==> src/sv/plbo_ram.sv <==
// ----------------------------------------------------------------------------
// plbo_ram: generic simple dual-port RAM
// One write port, one read port with registered read data.
// ----------------------------------------------------------------------------
module plbo_ram #(
	parameter int WIDTH = 8,
	parameter int DEPTH = 64
) (
	input  logic                     clk,
	input  logic                     we,
	input  logic [$clog2(DEPTH)-1:0] waddr,
	input  logic [WIDTH-1:0]         wdata,
	input  logic                     re,
	input  logic [$clog2(DEPTH)-1:0] raddr,
	output logic [WIDTH-1:0]         rdata
);

	logic [WIDTH-1:0] mem [DEPTH];

	always_ff @(posedge clk) begin
		if (we)
			mem[waddr] <= wdata;
		if (re)
			rdata <= mem[raddr];
	end

endmodule

==> config.mk <==
export PLATFORM = sky130hd
export DESIGN_NAME = plbo_ram
export DESIGN_NICKNAME = d
export VERILOG_FILES = /design/src/sv/plbo_ram.sv
export SDC_FILE = /design/constraint.sdc
export NUM_CORES = 1
export LEC_CHECK = 0
export BUFFER_PORTS_ARGS = -buffer_cell sky130_fd_sc_hd__buf_2
export CAP_MARGIN = 20
export CORE_AREA = 2 2 205 207
export DETAILED_ROUTE_END_ITERATION = 12
export DIE_AREA = 0 0 207 209
export GPL_TIMING_DRIVEN = 0
export PLACE_DENSITY_LB_ADDON = 0.15
export SLEW_MARGIN = 0
export SYNTH_ARGS = -nofsm -noshare
export SYNTH_HDL_FRONTEND = slang
export SYNTH_SLANG_ARGS = --single-unit
==> constraint.sdc <==
create_clock -name clk -period 6.4 [get_ports clk]
set_input_delay 0.96 -clock clk [delete_from_list [all_inputs] [get_ports clk]]
set_output_delay 0.96 -clock clk [all_outputs]
set_load 0.005 [all_outputs]
==> results.yml <==
finish:
  num_antenna_cells: 0
  multiInputGateArea_sq_um: 4320
  syn_to_final_growth_pct: 12.9
  fin_area_sq_um: 22800
  layout-drive-gt1-share: 0.256
  final_cell_mix: "520 x edfxtp_1, 126 x mux4_2, 83 x nor2_1, 53 x clkbuf_16, 33 x buf_2"
  fillers: 3167
  fin_nets: 1049
  final_cells: 1604
  seqCellArea_sq_um: 15600
  layout_commonest_cell: "edfxtp_1"
worst_setup_path:
  reg2reg_slack_ns: 4.11
  critical_path_required_ns: 6.68
  critPathCaptureType: "register"
  cp-start-kind: "input port"
  path_cells: "buf_4, buf_2, buf_1, nand2_1, o221ai_1, nor2_1, nor3_1, o32ai_1"
  max_stage_delay_ns: 0.87
  rr_endpoint: "rdata[3]"
  slowest_stage: "buf_1"
  worst_r2r_startpoint: "mem[3][3]"
  critical_path_class: "in2reg"
  worst_r2r_path_depth: 4
  cp_max_fo: 10
  arrival_ns: 3.76
  timing.critical_path.from: "raddr[1]"
sta:
  finalCritPeriodShare: 0.543
  rsz0062_at_grt: "no"
  max_freq_mhz: 288
  timing.slew.headroom: 0.256
  slew_viol_final: 0
  setup_tns_ns: 0
  skew_ns: 0.0177
  worst_pin_slew_ns: 1.11
  setup_viol: 0
  fin_crit_ns: 3.48
  hold_violations: 0
  postLayoutSetupSlackWorst_ns: 2.92
worst_hold_path:
  hold_depth: 1
  hold_start: "wdata[7]"
  min_path_type: "in2reg"
  holdPathEnd: "mem[53][7]"
place:
  port_buffers: 22
  place_inst: 1506
  placed_area_sq_um: 21100
  hpwl_um: 31200
  gp_congestion: 0.922
  dp_slack_ns: 2.43
logic_synthesis:
  synthAdderAreaFrac: 0
  synth-compound-area-share: 0.0206
  synth_ff_type: "edfxtp_1"
  netlist_area_sq_um: 20200
  synthCells: 940
  synth_xor_area_frac: 0
  ys_types: 39
  syn_avg_cell_area_sq_um: 21.5
  synth_edf_count: 520
  synth_top_area_frac: 0.771
  synth-simple-area-share: 0.0337
  synth.area.mux_share: 0.159
  yosysSeqAreaShare: 0.771
  async_reset_ff_frac: 0
  ys_warn_count: 0
  synth_nets: 963
  yosysTopAreaCell: "edfxtp_1"
  ys_ff_latch: 520
  synth_area_leaders: "edfxtp_1 77%, mux4_2 14%, nor2_1 1.5%, mux2i_1 1.1%, mux2_2 0.72%"
  synth_top_family_by_area: "multiplexers"
cts:
  postCtsSetupRepairBufs: 0
  cts_buffers: 52
  cts_resized: 0
  clk_path_buf_depth: 3
  cts_tree: "built"
  path_clk_slew_ns: 0.06
  worst_skew_pair.late_latency_ns: 0.59
  clock-root-buffer: "clkbuf_16"
  numClockSinks: 520
  htree_levels: 2
  postCtsHoldBufs: 0
detailed_routing:
  ant_nets: 0
  wl_per_cell_um: 30.2
  vias: 9758
  drt_wl_total_um: 48400
  drt_pass1_iterations: 5
  drc: 0
  drt_iter0_drc: 962
  via_per_inst: 6.08
pwr:
  power_density_nw_per_um2: 312
  sequentialPowerShare: 0.530
  power_leakage_nw: 7.11
  internal-power_mw: 5.63
  clock_power_share: 0.416
  p_switching_mw: 1.50
  vdd_drop_max_mv: 0.173
  swShare: 0.211
  pwr-share-comb: 0.054
die:
  die_y_um: 209
  rows: 75
  ioPinCount: 31
  coreArea_sq_um: 41300
  die_w_um: 207
  initial_core_util: 0.490
  dieArea_sq_um: 43300
global_route:
  antenna_found_initial: 0
  grt_pass1_wl_um: 69700
  grt_pass1_vias: 9804
  grt_use_total: 0.228
  grt-ovfl-total: 0
  grt_max_degree: 65
run_status:
  outcome: "complete, no violations"
run:
  max_cap_violations: 0
registers in the layout (all words and copies together), names as in the netlist:
signal  count
rdata       8
mem       512
synthesized netlist by cell type (all sizes together) (7+ instances only):
master / count
nor2b: 14
o221ai: 8
buf: 34
mux4: 126
nand3: 13
clkbuf: 17
nor3: 7
nand2: 19
mux2: 13
edfxtp: 520
o22ai: 8
mux2i: 23
nor2: 83
nand2b: 7
worst max-delay path by stage:
| stage | end | cells past startpoint |
|---|---|---|
| 3_3_place_gp | rdata[3] | 7 |
| 4_1_cts | rdata[4] | 8 |
| 2_1_floorplan | rdata[3] | 7 |
| 5_1_grt | rdata[6] | 8 |
| 3_5_place_dp | rdata[4] | 8 |
| 6_report | rdata[6] | 8 |
stage by stage:
stage / hold slack, ns / util / total power [mW]
after global placement: 0.899 / 0.509 / 4.23
after global routing: 0.688 / 0.553 / 7.33
after CTS: 0.767 / 0.551 / 7.17
final: 0.700 / 0.553 / 7.14
after detailed placement: 0.905 / 0.511 / 4.24
after floorplan: 0.797 / - / 4.06
cells by family after synthesis:
| kind of cell | Yosys count |
|---|---|
| flip-flops | 520 |
| multiplexers | 162 |
| AND/OR/NAND/NOR | 153 |
| AO/OA/AOI/OAI | 54 |
| buffers and inverters | 51 |
worst max-delay path, delay by kind of cell:
family                 cells  cell delay (ns)
buffers and inverters      3             1.46
and+or+nand+nor            3             0.80
AOI/OAI and AO/OA          2             0.52
power groups by stage:
stage	clock (mW)	sequential (mW)	combinational, mW
after floorplan	0	3.85	0.201
after global placement	0	3.86	0.371
after detailed placement	0	3.86	0.380
after CTS	3.01	3.78	0.381
after global routing	3.14	3.78	0.408
final	2.97	3.78	0.387
layer usage:
metal  share of wire  global-route usage  vias to the layer above
met5               0                   0                        -
met4           0.031              0.0768                        0
met3           0.080              0.0428                       88
met2            0.46               0.347                      425
met1            0.43               0.336                     5127
li1                -                   -                     4118
cell type report:
cell class | count | area share
sequential | 520 | 0.683
buffer | 51 | 0.0139
tap | 539 | 0.0295
timing repair buffer | 32 | 0.0128
multi-input combinational | 369 | 0.189
clock buffer | 64 | 0.0599
clock inverter | 29 | 0.0117
No activity file was read; power rests on OpenSTA's default activity.
