==> config.mk <==
export PLATFORM = sky130hd
export DESIGN_NAME = plbo_line_cost
export DESIGN_NICKNAME = d
export VERILOG_FILES = /design/src/sv/plbo_pkg.sv /design/src/sv/plbo_line_cost.sv
export SDC_FILE = /design/constraint.sdc
export NUM_CORES = 1
export LEC_CHECK = 0
export BUFFER_PORTS_ARGS = -buffer_cell sky130_fd_sc_hd__buf_2
export CORE_MARGIN = 2
export CORE_UTILIZATION = 45
export DETAILED_ROUTE_END_ITERATION = 8
export PLACE_DENSITY = 0.74
export SLEW_MARGIN = 15
export SYNTH_ARGS = -nofsm -noshare
export SYNTH_HDL_FRONTEND = slang
export SYNTH_SLANG_ARGS = --single-unit
==> constraint.sdc <==
create_clock -name clk -period 10.7 [get_ports clk]
set_input_delay 0.535 -clock clk [delete_from_list [all_inputs] [get_ports clk]]
set_output_delay 0.535 -clock clk [all_outputs]
set_load 0.01 [all_outputs]
==> src/sv/plbo_pkg.sv <==
// ----------------------------------------------------------------------------
// plbo_pkg: shared types and constants
// Break record layout, sequencer states, line cost unit interface.
// ----------------------------------------------------------------------------
package plbo_pkg;

	localparam int X_W    = 16;
	localparam int DATA_W = 50;
	localparam int PRED_W = 7;
	localparam int LC_W   = 40;

	localparam logic [PRED_W-1:0] START_MARK = 7'd127;

	localparam logic [1:0] CFG_START_OFFSET = 2'd0;
	localparam logic [1:0] CFG_IDEAL_WIDTH  = 2'd1;
	localparam logic [1:0] CFG_HYPHEN_PAIR  = 2'd2;

	// flags: bit0 hyphen, bit1 hard break
	typedef struct packed {
		logic [1:0]     flags;
		logic [X_W-1:0] pen;
		logic [X_W-1:0] sx;
		logic [X_W-1:0] ex;
	} brk_t;

	typedef struct packed {
		logic           u_start;
		logic [X_W-1:0] start_u;
		logic           hyp_u;
		logic [X_W-1:0] end_v;
		logic [X_W-1:0] pen_v;
		logic [1:0]     flags_v;
	} lc_req_t;

	typedef struct packed {
		logic            fit;
		logic            zero;
		logic [LC_W-1:0] w;
	} lc_res_t;

	typedef enum logic [3:0] {
		ST_LOAD,
		ST_R_ISSUE,
		ST_R_EVAL,
		ST_R_MUL,
		ST_R_UPD,
		ST_R_END,
		ST_TAKE,
		ST_TAKE_FIN,
		ST_TAKE_DEC,
		ST_U_RD,
		ST_U_LD,
		ST_BT_RD,
		ST_BT_CHK,
		ST_EMIT_RD,
		ST_EMIT_LD
	} state_t;

endpackage

==> src/sv/plbo_line_cost.sv <==
// ----------------------------------------------------------------------------
// plbo_line_cost: shared line cost unit
// Stage 1 forms width, fit and slack magnitude; stage 2 squares it.
// ----------------------------------------------------------------------------
module plbo_line_cost (
	input  logic                    clk,
	input  plbo_pkg::lc_req_t       req,
	input  logic [15:0]             start_off,
	input  logic [14:0]             ideal,
	input  logic [14:0]             hpp,
	output plbo_pkg::lc_res_t       res
);
	import plbo_pkg::*;

	logic signed [16:0] start_c;
	logic signed [17:0] width_c;
	logic signed [20:0] slack_c;
	logic               pair_c;
	logic               fit_c;
	logic [19:0]        mag_c;

	logic        fit_s1, hard_s1;
	logic [19:0] mag_s1;
	logic        fit_s2, zero_s2;
	logic [LC_W-1:0] w_s2;

	always_comb begin
		start_c = req.u_start ? (17'sd0 - $signed({start_off[15], start_off}))
		                      : $signed({req.start_u[15], req.start_u});
		width_c = $signed({{2{req.end_v[15]}}, req.end_v}) - $signed({start_c[16], start_c});
		fit_c   = $signed({3'b000, ideal}) >= width_c;
		pair_c  = !req.u_start && req.hyp_u && req.flags_v[0];
		slack_c = $signed({6'b0, ideal}) - $signed({{3{width_c[17]}}, width_c})
		        + $signed({{5{req.pen_v[15]}}, req.pen_v})
		        + (pair_c ? $signed({6'b0, hpp}) : 21'sd0);
		mag_c   = slack_c[20] ? 20'(-slack_c) : 20'(slack_c);
	end

	always_ff @(posedge clk) begin
		fit_s1  <= fit_c;
		hard_s1 <= req.flags_v[1];
		mag_s1  <= mag_c;
		fit_s2  <= fit_s1;
		zero_s2 <= hard_s1 || (mag_s1 == 20'd0);
		w_s2    <= hard_s1 ? '0 : mag_s1 * mag_s1;
	end

	assign res.fit  = fit_s2;
	assign res.zero = zero_s2;
	assign res.w    = w_s2;

endmodule

==> flow_metrics.py <==
metrics = {
    "clock_network": {
        "post_cts_buffers": 0,
        "cts_tree": "built",
        "clock_latency_ns": 0.37,
        "cts_root_buf": "clkbuf_16",
        "clockBufferDepth": 2,
        "clock-sinks": 63,
        "clkTransAtPathRegs_ns": 0.07,
        "h-tree-depth": 3,
        "cts_hold_buf": 0,
        "cts_resized": 0,
        "cts_buffers": 9,
    },
    "routing": {
        "drt_iter0_markers": 637,
        "vias": 12643,
        "wl_microns": 37570,
        "via_per_inst": 5.158,
        "ant_nets": 0,
        "avgRoutedWirePerCell_microns": 15.33,
        "firstDrtPassIters": 7,
        "drc_errors": 0,
    },
    "floorplan": {
        "die_x_microns": 197.8,
        "coreArea_sq_um": 36790,
        "initial_core_util_pct": 45.95,
        "dieArea_sq_um": 39130,
        "num_rows": 70,
        "ios": 141,
        "die_h_microns": 197.8,
    },
    "worst_setup_path": {
        "path_max_fanout": 18,
        "end_kind": "flip-flop",
        "cp.arrival_ns": 8.03,
        "worstPathRequired_ns": 10.96,
        "crit_type": "reg2reg",
        "cp-start-kind": "flip-flop",
    },
    "flow_run": {
        "max-cap-violations": 0,
    },
    "final_layout": {
        "drive_gt1_share_pct": 10.04,
        "final.fill_count": 3378,
        "area.growth.synth_to_final_pct": 8.631,
        "nNetsFinal": 2592,
        "multi_input_area_sq_um": 13810,
        "seqCellArea_sq_um": 1262,
        "design_area_sq_um": 18360,
        "num_antenna_cells": 0,
    },
    "global_routing": {
        "overflow": 0,
        "grt_max_degree": 49,
        "antenna_found_initial": 1,
        "grt_pass1_vias": 13906,
        "grt_first_pass_wirelength_microns": 65560,
        "track_usage_pct": 20.69,
    },
    "place": {
        "hpwl_microns": 31360,
        "placed_area_sq_um": 18030,
        "io_buffers": 139,
        "gp_congestion": 0.8553,
    },
    "logic_synthesis": {
        "synth_compound_area_share_pct": 9.400,
        "syn_nets": 2491,
        "synth_top_family_by_area": "adder cells",
        "synth-seq-cells": 63,
        "synth_xor_area_share_pct": 5.389,
        "ys_top_cells_by_area": "fa_1 (37%), ha_1 (15%), inv_1 (9.4%)",
        "yosys.area.top_type": "fa_1",
        "syn-cell-area_sq_um": 16900,
        "yosysTopAreaCellShare_pct": 36.60,
        "synth_flop_cell": "dfxtp_1",
        "ys_seq_area_share_pct": 7.461,
        "yosys_warnings": 0,
        "synth-adder-area-share_pct": 51.90,
        "ys_types": 73,
        "synth-edff-count": 0,
        "syn-instance-count": 1877,
        "muxShareOfSynthArea_pct": 1.095,
        "yosys.area_share.simple_pct": 13.92,
        "async_flop_share_pct": 0,
        "avgSynthCellArea_sq_um": 9.006,
    },
    "sta": {
        "hold_viol_final": 0,
        "fmax_mhz": 128.6,
        "worst_pin_slew_ns": 1.095,
        "setup_viol": 0,
        "finalCriticalPeriod_ns": 7.776,
        "maxSlewViolCount": 0,
        "rsz0062_at_grt": "false",
        "final.period_utilization_pct": 72.68,
        "slew_headroom_pct": 26.71,
        "tns_ns": 0,
        "fin_worst_skew_ns": 0.01387,
    },
    "status": {
        "status": "finished, final reports clean",
    },
    "min_path": {
        "worstHoldPathType": "in2reg",
    },
}
-- cells by family (layout without fill, tap and decap cells) --
logic type               after synthesis  in the layout
AO/OA/AOI/OAI                        226            226
adder cells (fa/ha/maj)              516            516
XOR/XNOR                             104            104
flip-flops                            63             63
other                                  1              1
AND/OR/NAND/NOR                      466            466
multiplexers                          18             18
buffers and inverters                483            589
-- critical path: stages (launching register included) --
cell and delay, ns:
dfxtp_1 0.75, inv_1 0.31, nor2_1 0.28, fa_1 0.50
fa_1 0.44, fa_1 0.54, inv_1 0.05, fa_1 0.51
inv_1 0.07, fa_1 0.45, fa_1 0.55, fa_1 0.43
ha_1 0.36, a21o_1 0.19, a21o_1 0.18, a21o_1 0.19
a221o_1 0.35, a31o_2 0.26, o31a_1 0.38, a21o_1 0.28
a31oi_2 0.25, a2111oi_0 0.13, o21bai_1 0.21
-- area by class of cell --
cell class | instances | share of cell area, %
multi-input cells | 1331 | 75.23
inverters | 422 | 8.626
flip-flops and latches | 63 | 6.875
repair buffers | 151 | 4.279
well taps | 468 | 3.189
clock buffers | 9 | 1.226
clock inverters | 7 | 0.5724
-- metrics by stage --
| stage | util [%] | cells | hold WS (ns) | worst slack (ns) |
|---|---|---|---|---|
| final | 49.92 | 2451 | 0.2756 | 2.924 |
| after global routing | 49.92 | 2451 | 0.2684 | 2.629 |
| after CTS | 49.92 | 2451 | 0.2702 | 2.893 |
| after detailed placement | 49.02 | 2435 | 0.3178 | 3.052 |
| after global placement | 49.02 | 2435 | 0.3166 | 3.154 |
| after floorplan | - | 1877 | 0.3096 | 3.697 |
-- state kept, by name (all words and copies together), names as in the netlist --
| signal | flops |
|---|---|
| fit_s2 | 1 |
| mag_s1 | 20 |
| hard_s1 | 1 |
| w_s2 | 39 |
| fit_s1 | 1 |
| zero_s2 | 1 |
-- layout by cell type, fill, tap and decap left out, drive strengths merged, types with 16 or more instances in the layout --
cell / n
nand2: 120
o21ai: 24
dfxtp: 63
a21o: 42
and2: 109
nor2: 104
fa: 309
nor3: 19
buf: 151
xnor2: 68
nand2b: 16
inv: 424
nor2b: 19
nand3: 21
ha: 206
xor2: 36
a31oi: 16
a21oi: 62
-- cell usage after synthesis (4+ instances only) --
| master | instances |
|---|---|
| a31o_2 | 4 |
| nor3_1 | 19 |
| o311ai_0 | 4 |
| xnor2_1 | 68 |
| fa_1 | 309 |
| a211oi_1 | 7 |
| or3_1 | 7 |
| nand2b_1 | 16 |
| and2_1 | 109 |
| or2_2 | 5 |
| nor2b_1 | 19 |
| dfxtp_1 | 63 |
| xor2_1 | 36 |
| nand2_1 | 120 |
| nor4_1 | 10 |
| mux2_2 | 4 |
| clkbuf_1 | 51 |
| o21bai_1 | 7 |
| mux2i_1 | 14 |
| o211ai_1 | 5 |
| nand3_1 | 21 |
| o21ai_0 | 23 |
| nor3b_1 | 6 |
| nand3b_1 | 4 |
| a211o_1 | 7 |
| and3_1 | 12 |
| ha_1 | 206 |
| o21a_1 | 14 |
| nor2_1 | 103 |
| a21oi_1 | 61 |
| a21o_1 | 40 |
| buf_1 | 4 |
| a31oi_1 | 15 |
| inv_1 | 422 |
-- routing by layer --
metal  share of wire [%]  routed length [microns]  track usage, %  up-vias
li1                    -                        -               -     6052
met1                  43                    16240           26.17     6160
met2                  49                    18550           37.56      378
met3                 5.9                     2204           2.930       53
met4                 1.5                      565           4.288        0
met5                   0                        0               0        -
-- final timing paths --
path	from	endpoint	slack, ns	cells past startpoint
worst max register to register	mag_s1[4]	w_s2[39]	2.92	22
worst max-delay path	mag_s1[4]	w_s2[39]	2.92	22
worst min register to register	fit_s1	fit_s2	0.34	0
worst min-delay path	req[1]	hard_s1	0.28	1
Power is left out: the tool's default activity adds up to more than one toggle a clock period on the data nets, which glitch-free logic cannot reach.
